$ cat config.mk
export PLATFORM = sky130hd
export DESIGN_NAME = eq5_front_flat
export DESIGN_NICKNAME = d
export VERILOG_FILES = /design/src/rtl/core/eq5_pkg.sv /design/src/rtl/core/eq5_if.sv /design/src/rtl/core/eq5_front.sv /design/src/flat_wrapper.sv
export SDC_FILE = /design/constraint.sdc
export NUM_CORES = 1
export LEC_CHECK = 0
export BUFFER_PORTS_ARGS = -buffer_cell sky130_fd_sc_hd__buf_2
export CORE_MARGIN = 5
export CORE_UTILIZATION = 51
export DETAILED_ROUTE_END_ITERATION = 8
export GPL_TIMING_DRIVEN = 0
export HOLD_SLACK_MARGIN = 0.03
export PLACE_DENSITY = 0.8
export SLEW_MARGIN = 10
export SYNTH_ARGS = -nofsm -noshare
export SYNTH_HDL_FRONTEND = slang
export SYNTH_SLANG_ARGS = --single-unit
$ cat constraint.sdc
create_clock -name i_clk -period 4.1 [get_ports i_clk]
set_input_delay 0.82 -clock i_clk [delete_from_list [all_inputs] [get_ports i_clk]]
set_output_delay 0.82 -clock i_clk [all_outputs]
set_load 0.03 [all_outputs]
$ cat src/rtl/core/eq5_pkg.sv
package eq5_pkg;

    localparam int TAPS_DEF = 64;
    localparam int NBANDS   = 5;
    localparam int SMP_W    = 16;
    localparam int COEF_W   = 16;
    localparam int GAIN_W   = 16;
    localparam int CFG_IDX_W = 3;
    localparam int CFG_DAT_W = 16;
    localparam int BAND_W   = 3;
    localparam int TAPIDX_W = 6;

    // register indexes
    localparam logic [CFG_IDX_W-1:0] REG_GAIN0  = 3'd0;
    localparam logic [CFG_IDX_W-1:0] REG_GAIN1  = 3'd1;
    localparam logic [CFG_IDX_W-1:0] REG_GAIN2  = 3'd2;
    localparam logic [CFG_IDX_W-1:0] REG_GAIN3  = 3'd3;
    localparam logic [CFG_IDX_W-1:0] REG_GAIN4  = 3'd4;
    localparam logic [CFG_IDX_W-1:0] REG_ENABLE = 3'd5;

    localparam logic signed [GAIN_W-1:0] GAIN_RESET = 16'sd4096;

    // output scaling: total / (5 * 2^27), trunc toward zero, saturate
    localparam int DIV_SHIFT   = 27;
    localparam int RECIP_5     = 52429;   // ceil(2^18 / 5)
    localparam int RECIP_SHIFT = 18;
    localparam int POS_LIM     = 163840;  // 5 * 32768
    localparam int NEG_LIM     = 163845;  // 5 * 32769
    localparam int QDEPTH      = 2;

    typedef enum logic {
        OP_SAMPLE = 1'b0,
        OP_COEF   = 1'b1
    } t_op;

    typedef struct packed {
        t_op                       op;
        logic                      channel;
        logic signed [SMP_W-1:0]   sample;
        logic [BAND_W-1:0]         band;
        logic [TAPIDX_W-1:0]       tap;
        logic signed [COEF_W-1:0]  coef;
    } t_item;

    typedef struct packed {
        logic [NBANDS-1:0][GAIN_W-1:0] gain;
        logic                          enable;
    } t_cfg;

endpackage

$ cat src/rtl/core/eq5_if.sv
interface eq5_in_if;
    logic                                valid;
    logic                                ready;
    logic                                kind;
    logic                                channel;
    logic signed [eq5_pkg::SMP_W-1:0]    sample_in;
    logic [eq5_pkg::BAND_W-1:0]          band_sel;
    logic [eq5_pkg::TAPIDX_W-1:0]        tap_index;
    logic signed [eq5_pkg::COEF_W-1:0]   coef_value;
    modport source (output valid, kind, channel, sample_in, band_sel, tap_index, coef_value,
                    input ready);
    modport sink   (input valid, kind, channel, sample_in, band_sel, tap_index, coef_value,
                    output ready);
endinterface


interface eq5_cfg_if;
    logic                                 valid;
    logic                                 ready;
    logic [eq5_pkg::CFG_IDX_W-1:0]        index;
    logic [eq5_pkg::CFG_DAT_W-1:0]        data;
    modport source (output valid, index, data, input ready);
    modport sink   (input valid, index, data, output ready);
endinterface

$ cat src/rtl/core/eq5_front.sv
module eq5_front #(
    parameter int TAPS = eq5_pkg::TAPS_DEF
) (
    input  logic           i_clk,
    input  logic           i_rst_n,
    eq5_in_if.sink         i_in_ch,
    eq5_cfg_if.sink        i_cfg,
    input  logic           i_hold,
    input  logic           i_pop,
    output logic           o_item_valid,
    output eq5_pkg::t_item o_item,
    output eq5_pkg::t_cfg  o_cfg
);
    eq5_pkg::t_item r_q [eq5_pkg::QDEPTH];
    logic           r_wp;
    logic           r_rp;
    logic [1:0]     r_cnt;
    logic           in_acc;
    logic           keep;
    logic           push;
    eq5_pkg::t_item new_item;
    eq5_pkg::t_cfg  r_cfg;

    assign i_in_ch.ready = (r_cnt != 2'(eq5_pkg::QDEPTH)) && !i_hold;
    assign in_acc        = i_in_ch.valid && i_in_ch.ready;

    // coefficient writes to a bad band or tap are dropped here
    assign keep = (i_in_ch.kind == 1'b0) ||
                  ((32'(i_in_ch.band_sel) < 32'(eq5_pkg::NBANDS)) &&
                   (32'(i_in_ch.tap_index) < 32'(TAPS)));
    assign push = in_acc && keep;

    always_comb begin
        new_item.op      = i_in_ch.kind ? eq5_pkg::OP_COEF : eq5_pkg::OP_SAMPLE;
        new_item.channel = i_in_ch.channel;
        new_item.sample  = i_in_ch.sample_in;
        new_item.band    = i_in_ch.band_sel;
        new_item.tap     = i_in_ch.tap_index;
        new_item.coef    = i_in_ch.coef_value;
    end

    always_ff @(posedge i_clk) begin
        if (push) begin
            r_q[r_wp] <= new_item;
        end
    end

    always_ff @(posedge i_clk) begin
        if (!i_rst_n) begin
            r_wp  <= 1'b0;
            r_rp  <= 1'b0;
            r_cnt <= 2'd0;
        end else begin
            if (push) begin
                r_wp <= ~r_wp;
            end
            if (i_pop) begin
                r_rp <= ~r_rp;
            end
            r_cnt <= r_cnt + 2'(push) - 2'(i_pop);
        end
    end

    assign o_item_valid = (r_cnt != 2'd0);
    assign o_item       = r_q[r_rp];

    // register file
    assign i_cfg.ready = 1'b1;

    always_ff @(posedge i_clk) begin
        if (!i_rst_n) begin
            for (int b = 0; b < eq5_pkg::NBANDS; b++) begin
                r_cfg.gain[b] <= eq5_pkg::GAIN_RESET;
            end
            r_cfg.enable <= 1'b1;
        end else if (i_cfg.valid) begin
            case (i_cfg.index)
                eq5_pkg::REG_GAIN0:  r_cfg.gain[0] <= i_cfg.data;
                eq5_pkg::REG_GAIN1:  r_cfg.gain[1] <= i_cfg.data;
                eq5_pkg::REG_GAIN2:  r_cfg.gain[2] <= i_cfg.data;
                eq5_pkg::REG_GAIN3:  r_cfg.gain[3] <= i_cfg.data;
                eq5_pkg::REG_GAIN4:  r_cfg.gain[4] <= i_cfg.data;
                eq5_pkg::REG_ENABLE: r_cfg.enable  <= i_cfg.data[0];
                default: ;
            endcase
        end
    end

    assign o_cfg = r_cfg;
endmodule

$ cat src/flat_wrapper.sv
// flat-port wrapper written by rule: the top's interface ports become plain ports
module eq5_front_flat 
#(
    parameter int TAPS = eq5_pkg::TAPS_DEF
)
  (i_clk, i_rst_n, i_hold, i_pop, o_item_valid, o_item, o_cfg, i_in_ch_valid, i_in_ch_kind, i_in_ch_channel, i_in_ch_sample_in, i_in_ch_band_sel, i_in_ch_tap_index, i_in_ch_coef_value, i_in_ch_ready, i_cfg_valid, i_cfg_index, i_cfg_data, i_cfg_ready);
  eq5_in_if i_in_ch_i ();
  eq5_cfg_if i_cfg_i ();
  input  logic i_clk;
  input  logic i_rst_n;
  input  logic i_hold;
  input  logic i_pop;
  output logic o_item_valid;
  output eq5_pkg::t_item o_item;
  output eq5_pkg::t_cfg o_cfg;
  input wire logic [$bits(i_in_ch_i.valid)-1:0] i_in_ch_valid;
  input wire logic [$bits(i_in_ch_i.kind)-1:0] i_in_ch_kind;
  input wire logic [$bits(i_in_ch_i.channel)-1:0] i_in_ch_channel;
  input wire logic [$bits(i_in_ch_i.sample_in)-1:0] i_in_ch_sample_in;
  input wire logic [$bits(i_in_ch_i.band_sel)-1:0] i_in_ch_band_sel;
  input wire logic [$bits(i_in_ch_i.tap_index)-1:0] i_in_ch_tap_index;
  input wire logic [$bits(i_in_ch_i.coef_value)-1:0] i_in_ch_coef_value;
  output wire logic [$bits(i_in_ch_i.ready)-1:0] i_in_ch_ready;
  input wire logic [$bits(i_cfg_i.valid)-1:0] i_cfg_valid;
  input wire logic [$bits(i_cfg_i.index)-1:0] i_cfg_index;
  input wire logic [$bits(i_cfg_i.data)-1:0] i_cfg_data;
  output wire logic [$bits(i_cfg_i.ready)-1:0] i_cfg_ready;
  assign i_in_ch_i.valid = i_in_ch_valid;
  assign i_in_ch_i.kind = i_in_ch_kind;
  assign i_in_ch_i.channel = i_in_ch_channel;
  assign i_in_ch_i.sample_in = i_in_ch_sample_in;
  assign i_in_ch_i.band_sel = i_in_ch_band_sel;
  assign i_in_ch_i.tap_index = i_in_ch_tap_index;
  assign i_in_ch_i.coef_value = i_in_ch_coef_value;
  assign i_in_ch_ready = i_in_ch_i.ready;
  assign i_cfg_i.valid = i_cfg_valid;
  assign i_cfg_i.index = i_cfg_index;
  assign i_cfg_i.data = i_cfg_data;
  assign i_cfg_ready = i_cfg_i.ready;
  eq5_front #(.TAPS(TAPS)) u_core (.i_clk(i_clk), .i_rst_n(i_rst_n), .i_in_ch(i_in_ch_i), .i_cfg(i_cfg_i), .i_hold(i_hold), .i_pop(i_pop), .o_item_valid(o_item_valid), .o_item(o_item), .o_cfg(o_cfg));
endmodule
==> impl_metrics.xml <==
<?xml version="1.0" encoding="UTF-8"?>
<metrics>
  <group name="layout">
    <metric name="area.growth.synth_to_final" unit="%">29.1</metric>
    <metric name="number_of_standard_cells_in_the_final_layout_excluding_fillers" unit="">923</metric>
    <metric name="multiInputGateArea" unit="mm^2">0.00179</metric>
    <metric name="n_antenna_cell" unit="">0</metric>
    <metric name="most_common_cell_after_layout_fill_and_taps_aside" unit="">sky130_fd_sc_hd__buf_2</metric>
    <metric name="final_nets" unit="">812</metric>
    <metric name="register_area" unit="mm^2">0.00430</metric>
    <metric name="final_layout_size_suffix_gt1_share" unit="%">40.5</metric>
    <metric name="fillerInstances" unit="">908</metric>
    <metric name="final_cell_mix" unit="">sky130_fd_sc_hd__buf_2, sky130_fd_sc_hd__nand2_1, sky130_fd_sc_hd__dfxtp_1, sky130_fd_sc_hd__edfxtp_1, sky130_fd_sc_hd__a21oi_1</metric>
    <metric name="layout.core_utilization" unit="%">67.5</metric>
  </group>
  <group name="clock_network">
    <metric name="holdBufCountCts" unit="">0</metric>
    <metric name="clk_pin_slew_worst_paths" unit="ns">0.06</metric>
    <metric name="cts_tree" unit="">built</metric>
    <metric name="clock_latency" unit="ns">0.43</metric>
    <metric name="ctsLongestPathBuffers" unit="">2</metric>
    <metric name="cts.repair.resized" unit="">0</metric>
    <metric name="clock_sinks" unit="">172</metric>
    <metric name="setup_fix_buffers_added_after_clock_tree_synthesis" unit="">0</metric>
    <metric name="cts_made_buffers" unit="">17</metric>
    <metric name="h-tree-depth" unit="">4</metric>
    <metric name="cts_root_buffer" unit="">sky130_fd_sc_hd__clkbuf_16</metric>
  </group>
  <group name="synthesis">
    <metric name="avgSynthCellArea" unit="um^2">11.9</metric>
    <metric name="yosys.area_share.simple" unit="%">13.4</metric>
    <metric name="post_synth_inst_count" unit="">529</metric>
    <metric name="syn_area" unit="mm^2">0.00630</metric>
    <metric name="share_of_the_synthesized_netlist_area_taken_by_xor_and_xnor_gates" unit="%">0.278</metric>
    <metric name="synth.lib_cells_used.distinct" unit="">35</metric>
    <metric name="synth_nets" unit="">599</metric>
    <metric name="synthesis.yosys.warnings" unit="">0</metric>
    <metric name="yosys.area_share.adder" unit="%">0.397</metric>
    <metric name="synth_seq_area_share" unit="%">68.3</metric>
    <metric name="area_fraction_in_compound_gates_after_synthesis" unit="%">6.07</metric>
    <metric name="synth_mux_area_share" unit="%">8.00</metric>
    <metric name="synth_top_family_by_area" unit="">simple AND/OR/NAND/NOR gates</metric>
    <metric name="synth.ff_latch_count" unit="">172</metric>
  </group>
  <group name="route">
    <metric name="drtAntennaViolNets" unit="">0</metric>
    <metric name="routed_wirelength" unit="um">15700</metric>
    <metric name="drt_first_pass_iters" unit="">4</metric>
    <metric name="route.vias.total" unit="">4710</metric>
    <metric name="drc" unit="">0</metric>
    <metric name="detailed_route_iter0_violations" unit="">258</metric>
    <metric name="wire_per_inst" unit="um">17.0</metric>
    <metric name="routed_via_density" unit="">5.10</metric>
  </group>
  <group name="pwr">
    <metric name="sw_frac_of_total" unit="%">24.9</metric>
    <metric name="comb_power_share" unit="%">10.9</metric>
    <metric name="finalPower" unit="mW">3.97</metric>
    <metric name="total_leakage_power" unit="nW">3.31</metric>
    <metric name="total_internal_power" unit="mW">2.98</metric>
    <metric name="power.density_cell_area" unit="mW/mm^2">487</metric>
    <metric name="share_clk_of_total_power" unit="%">41.5</metric>
    <metric name="share_of_power_burned_in_registers" unit="%">47.6</metric>
    <metric name="power_switching" unit="mW">0.987</metric>
    <metric name="peakVddDrop" unit="V">0.000264</metric>
  </group>
  <group name="timing">
    <metric name="timing.slew.headroom" unit="%">64.1</metric>
    <metric name="min_period" unit="ns">2.78</metric>
    <metric name="fin_worst_hold_slack" unit="ns">0.454</metric>
    <metric name="setup_skew" unit="ns">0.00664</metric>
    <metric name="fin_crit_sh" unit="%">67.8</metric>
    <metric name="max_slew_violation_total_from_the_final_report" unit="">0</metric>
    <metric name="finalSetupViolCount" unit="">0</metric>
    <metric name="hold_viol" unit="">0</metric>
    <metric name="fmaxAchievable" unit="MHz">360</metric>
    <metric name="grt_setup_unrepaired" unit="">false</metric>
    <metric name="tightestPinTransition" unit="ns">0.539</metric>
  </group>
  <group name="global_route">
    <metric name="gr_util_met2" unit="%">37.5</metric>
    <metric name="antenna_violations_before_repair" unit="">0</metric>
    <metric name="grt_start_max_net_pins" unit="">30</metric>
    <metric name="via_count_of_the_first_global_routing_pass" unit="">4927</metric>
    <metric name="grt_first_pass_wirelength" unit="um">24300</metric>
    <metric name="grt.met1_usage" unit="%">22.5</metric>
    <metric name="grt-ovfl-total" unit="">0</metric>
    <metric name="grt_use_total" unit="%">21.5</metric>
    <metric name="gr-max-usage-layer" unit="">met2</metric>
    <metric name="gr-usage-met3" unit="%">9.51</metric>
  </group>
  <group name="min_path">
    <metric name="hold-path-cell-count" unit="">2</metric>
    <metric name="hold_path_startpoint" unit="">u_core.o_cfg[37]</metric>
    <metric name="hold_ep" unit="">u_core.o_cfg[37]</metric>
    <metric name="hp-class" unit="">reg2reg</metric>
  </group>
  <group name="critical_path">
    <metric name="arrival" unit="ns">1.96</metric>
    <metric name="worstPathRequired" unit="ns">3.28</metric>
    <metric name="critical-path-top-cell-by-count" unit="">sky130_fd_sc_hd__buf_2</metric>
    <metric name="rr_worst_depth" unit="">4</metric>
    <metric name="crit_path_max_incr_delay" unit="ns">0.38</metric>
    <metric name="worst_flop_to_flop_path_endpoint" unit="">u_core.r_q[0][3]</metric>
    <metric name="reg2reg_slack" unit="ns">2.23</metric>
    <metric name="timing_worst_setup_path_type" unit="">reg2out</metric>
    <metric name="critPathSlowestCell" unit="">sky130_fd_sc_hd__mux2_2</metric>
    <metric name="worst_setup_path_start_kind" unit="">flop</metric>
    <metric name="startpoint_of_the_most_critical_register_to_register_path" unit="">u_core.r_cnt[1]</metric>
    <metric name="crit_path_max_fanout" unit="">10</metric>
    <metric name="cell_breakdown_of_the_critical_path" unit="">clkbuf_1, buf_2, mux2_2, buf_2</metric>
    <metric name="crit_end_category" unit="">primary output</metric>
  </group>
  <group name="place">
    <metric name="dpl.hpwl" unit="um">11600</metric>
    <metric name="place_congestion" unit="">0.844</metric>
    <metric name="port_buffers" unit="">192</metric>
    <metric name="placed_cells_incl_taps" unit="">891</metric>
  </group>
  <group name="run">
    <metric name="max_cap_violations" unit="">0</metric>
  </group>
  <group name="run_status">
    <metric name="run_status" unit="">complete, no violations</metric>
  </group>
  <group name="floorplanning">
    <metric name="core_region_area" unit="mm^2">0.0121</metric>
    <metric name="floorplan.initialDensity" unit="%">52.3</metric>
    <metric name="io_pins" unit="">195</metric>
    <metric name="design.die.area" unit="mm^2">0.0147</metric>
    <metric name="die_w" unit="um">121</metric>
    <metric name="die-height" unit="um">121</metric>
    <metric name="rows" unit="">40</metric>
  </group>
</metrics>
-- power by group through the flow --
| stage | registers, mW | logic (mW) | clock network (mW) |
|---|---|---|---|
| after floorplan | 1.96 | 0.247 | 0 |
| after global placement | 1.92 | 0.417 | 0 |
| after detailed placement | 1.92 | 0.434 | 0 |
| after CTS | 1.89 | 0.437 | 1.67 |
| after global routing | 1.89 | 0.464 | 1.76 |
| final | 1.89 | 0.433 | 1.65 |
-- worst max-delay path: cells and delay by family, from the launching register on --
family                 cells  cell delay [ns]
DFF                        1             0.30
buffers and inverters      3             0.84
muxes                      1             0.38
-- metal layers --
| metal | routed length (um) | vias up |
|---|---|---|
| met5 | 0 | - |
| met4 | 398 | 0 |
| met3 | 1800 | 30 |
| met2 | 7830 | 204 |
| met1 | 5630 | 2234 |
| li1 | - | 2242 |
-- area by class of cell --
type / count / area share (%)
Clock inverter: 13 / 1.88
Buffer: 37 / 2.58
Tap cell: 168 / 2.58
Inverter: 3 / 0.138
Sequential cell: 172 / 52.9
Clock buffer: 19 / 5.70
Timing Repair Buffer: 194 / 12.3
Multi-Input combinational cell: 317 / 21.9
-- cell usage after synthesis --
cell                        instances  share of area [%]
sky130_fd_sc_hd__nand4b_1           2               0.28
sky130_fd_sc_hd__nand4bb_1          3               0.54
sky130_fd_sc_hd__xnor2_1            1               0.14
sky130_fd_sc_hd__buf_2             13                1.0
sky130_fd_sc_hd__nand3_2            1               0.16
sky130_fd_sc_hd__nor3_1             1              0.079
sky130_fd_sc_hd__inv_1              2               0.12
sky130_fd_sc_hd__ha_1               2               0.40
sky130_fd_sc_hd__and2_1             3               0.30
sky130_fd_sc_hd__edfxtp_1          86                 41
sky130_fd_sc_hd__buf_6              4               0.71
sky130_fd_sc_hd__clkinv_1           1              0.059
sky130_fd_sc_hd__nand2b_1           1              0.099
sky130_fd_sc_hd__nor2_1             4               0.24
sky130_fd_sc_hd__nand2_1          161                9.6
sky130_fd_sc_hd__clkbuf_1           7               0.42
sky130_fd_sc_hd__or2_2              1              0.099
sky130_fd_sc_hd__mux2i_1            2               0.32
sky130_fd_sc_hd__dfxtp_1           86                 27
sky130_fd_sc_hd__and4b_1            1               0.16
sky130_fd_sc_hd__conb_1             1              0.059
sky130_fd_sc_hd__buf_4              4               0.48
sky130_fd_sc_hd__mux2_2            43                7.7
sky130_fd_sc_hd__nor2b_1            2               0.20
sky130_fd_sc_hd__nand3_1            4               0.32
sky130_fd_sc_hd__buf_1              1              0.059
sky130_fd_sc_hd__nor4b_4            1               0.38
sky130_fd_sc_hd__xor2_1             1               0.14
sky130_fd_sc_hd__a21oi_1           75                6.0
sky130_fd_sc_hd__nor4bb_1           2               0.32
sky130_fd_sc_hd__nand2_2            1              0.099
sky130_fd_sc_hd__clkbuf_2           8               0.64
sky130_fd_sc_hd__and4bb_2           2               0.40
sky130_fd_sc_hd__o211ai_1           1               0.12
sky130_fd_sc_hd__or4b_1             1               0.16
-- state kept, by name, indices dropped and copies added, names as in the netlist, named ones only --
signal        flops
u_core.r_wp       1
u_core.r_rp       1
u_core.o_cfg     81
u_core.r_cnt      2
u_core.r_q       86
-- metrics by stage --
step	cell area [um^2]	setup TNS, ns	setup WS [ns]
floorplan	6300	0	0.455
global placement	7470	-23.55	-0.549
detailed placement	7520	0	1.61
CTS	8140	0	1.30
global route	8140	0	1.22
finish	8140	0	1.32
-- cells by family after synthesis --
logic type | Yosys count
buffers and inverters | 40
and+or+nand+nor | 191
muxes | 45
other | 1
adders and majority gates | 2
xor gates and xnor gates | 2
AOI/OAI and AO/OA | 76
DFF | 172
-- worst max-delay path by stage --
| stage | from | slack [ns] | endpoint |
|---|---|---|---|
| after floorplan | i_in_ch_band_sel[1] | 0.46 | u_core.r_q[0][0] |
| after global placement | i_in_ch_band_sel[0] | -0.55 | u_core.r_q[0][34] |
| after detailed placement | i_in_ch_band_sel[0] | 1.61 | u_core.r_q[0][0] |
| after CTS | flop | 1.30 | o_item[32] |
| after global routing | flop | 1.22 | o_item[32] |
| final | flop | 1.32 | o_item[32] |
(Power assumes the default switching activity.)
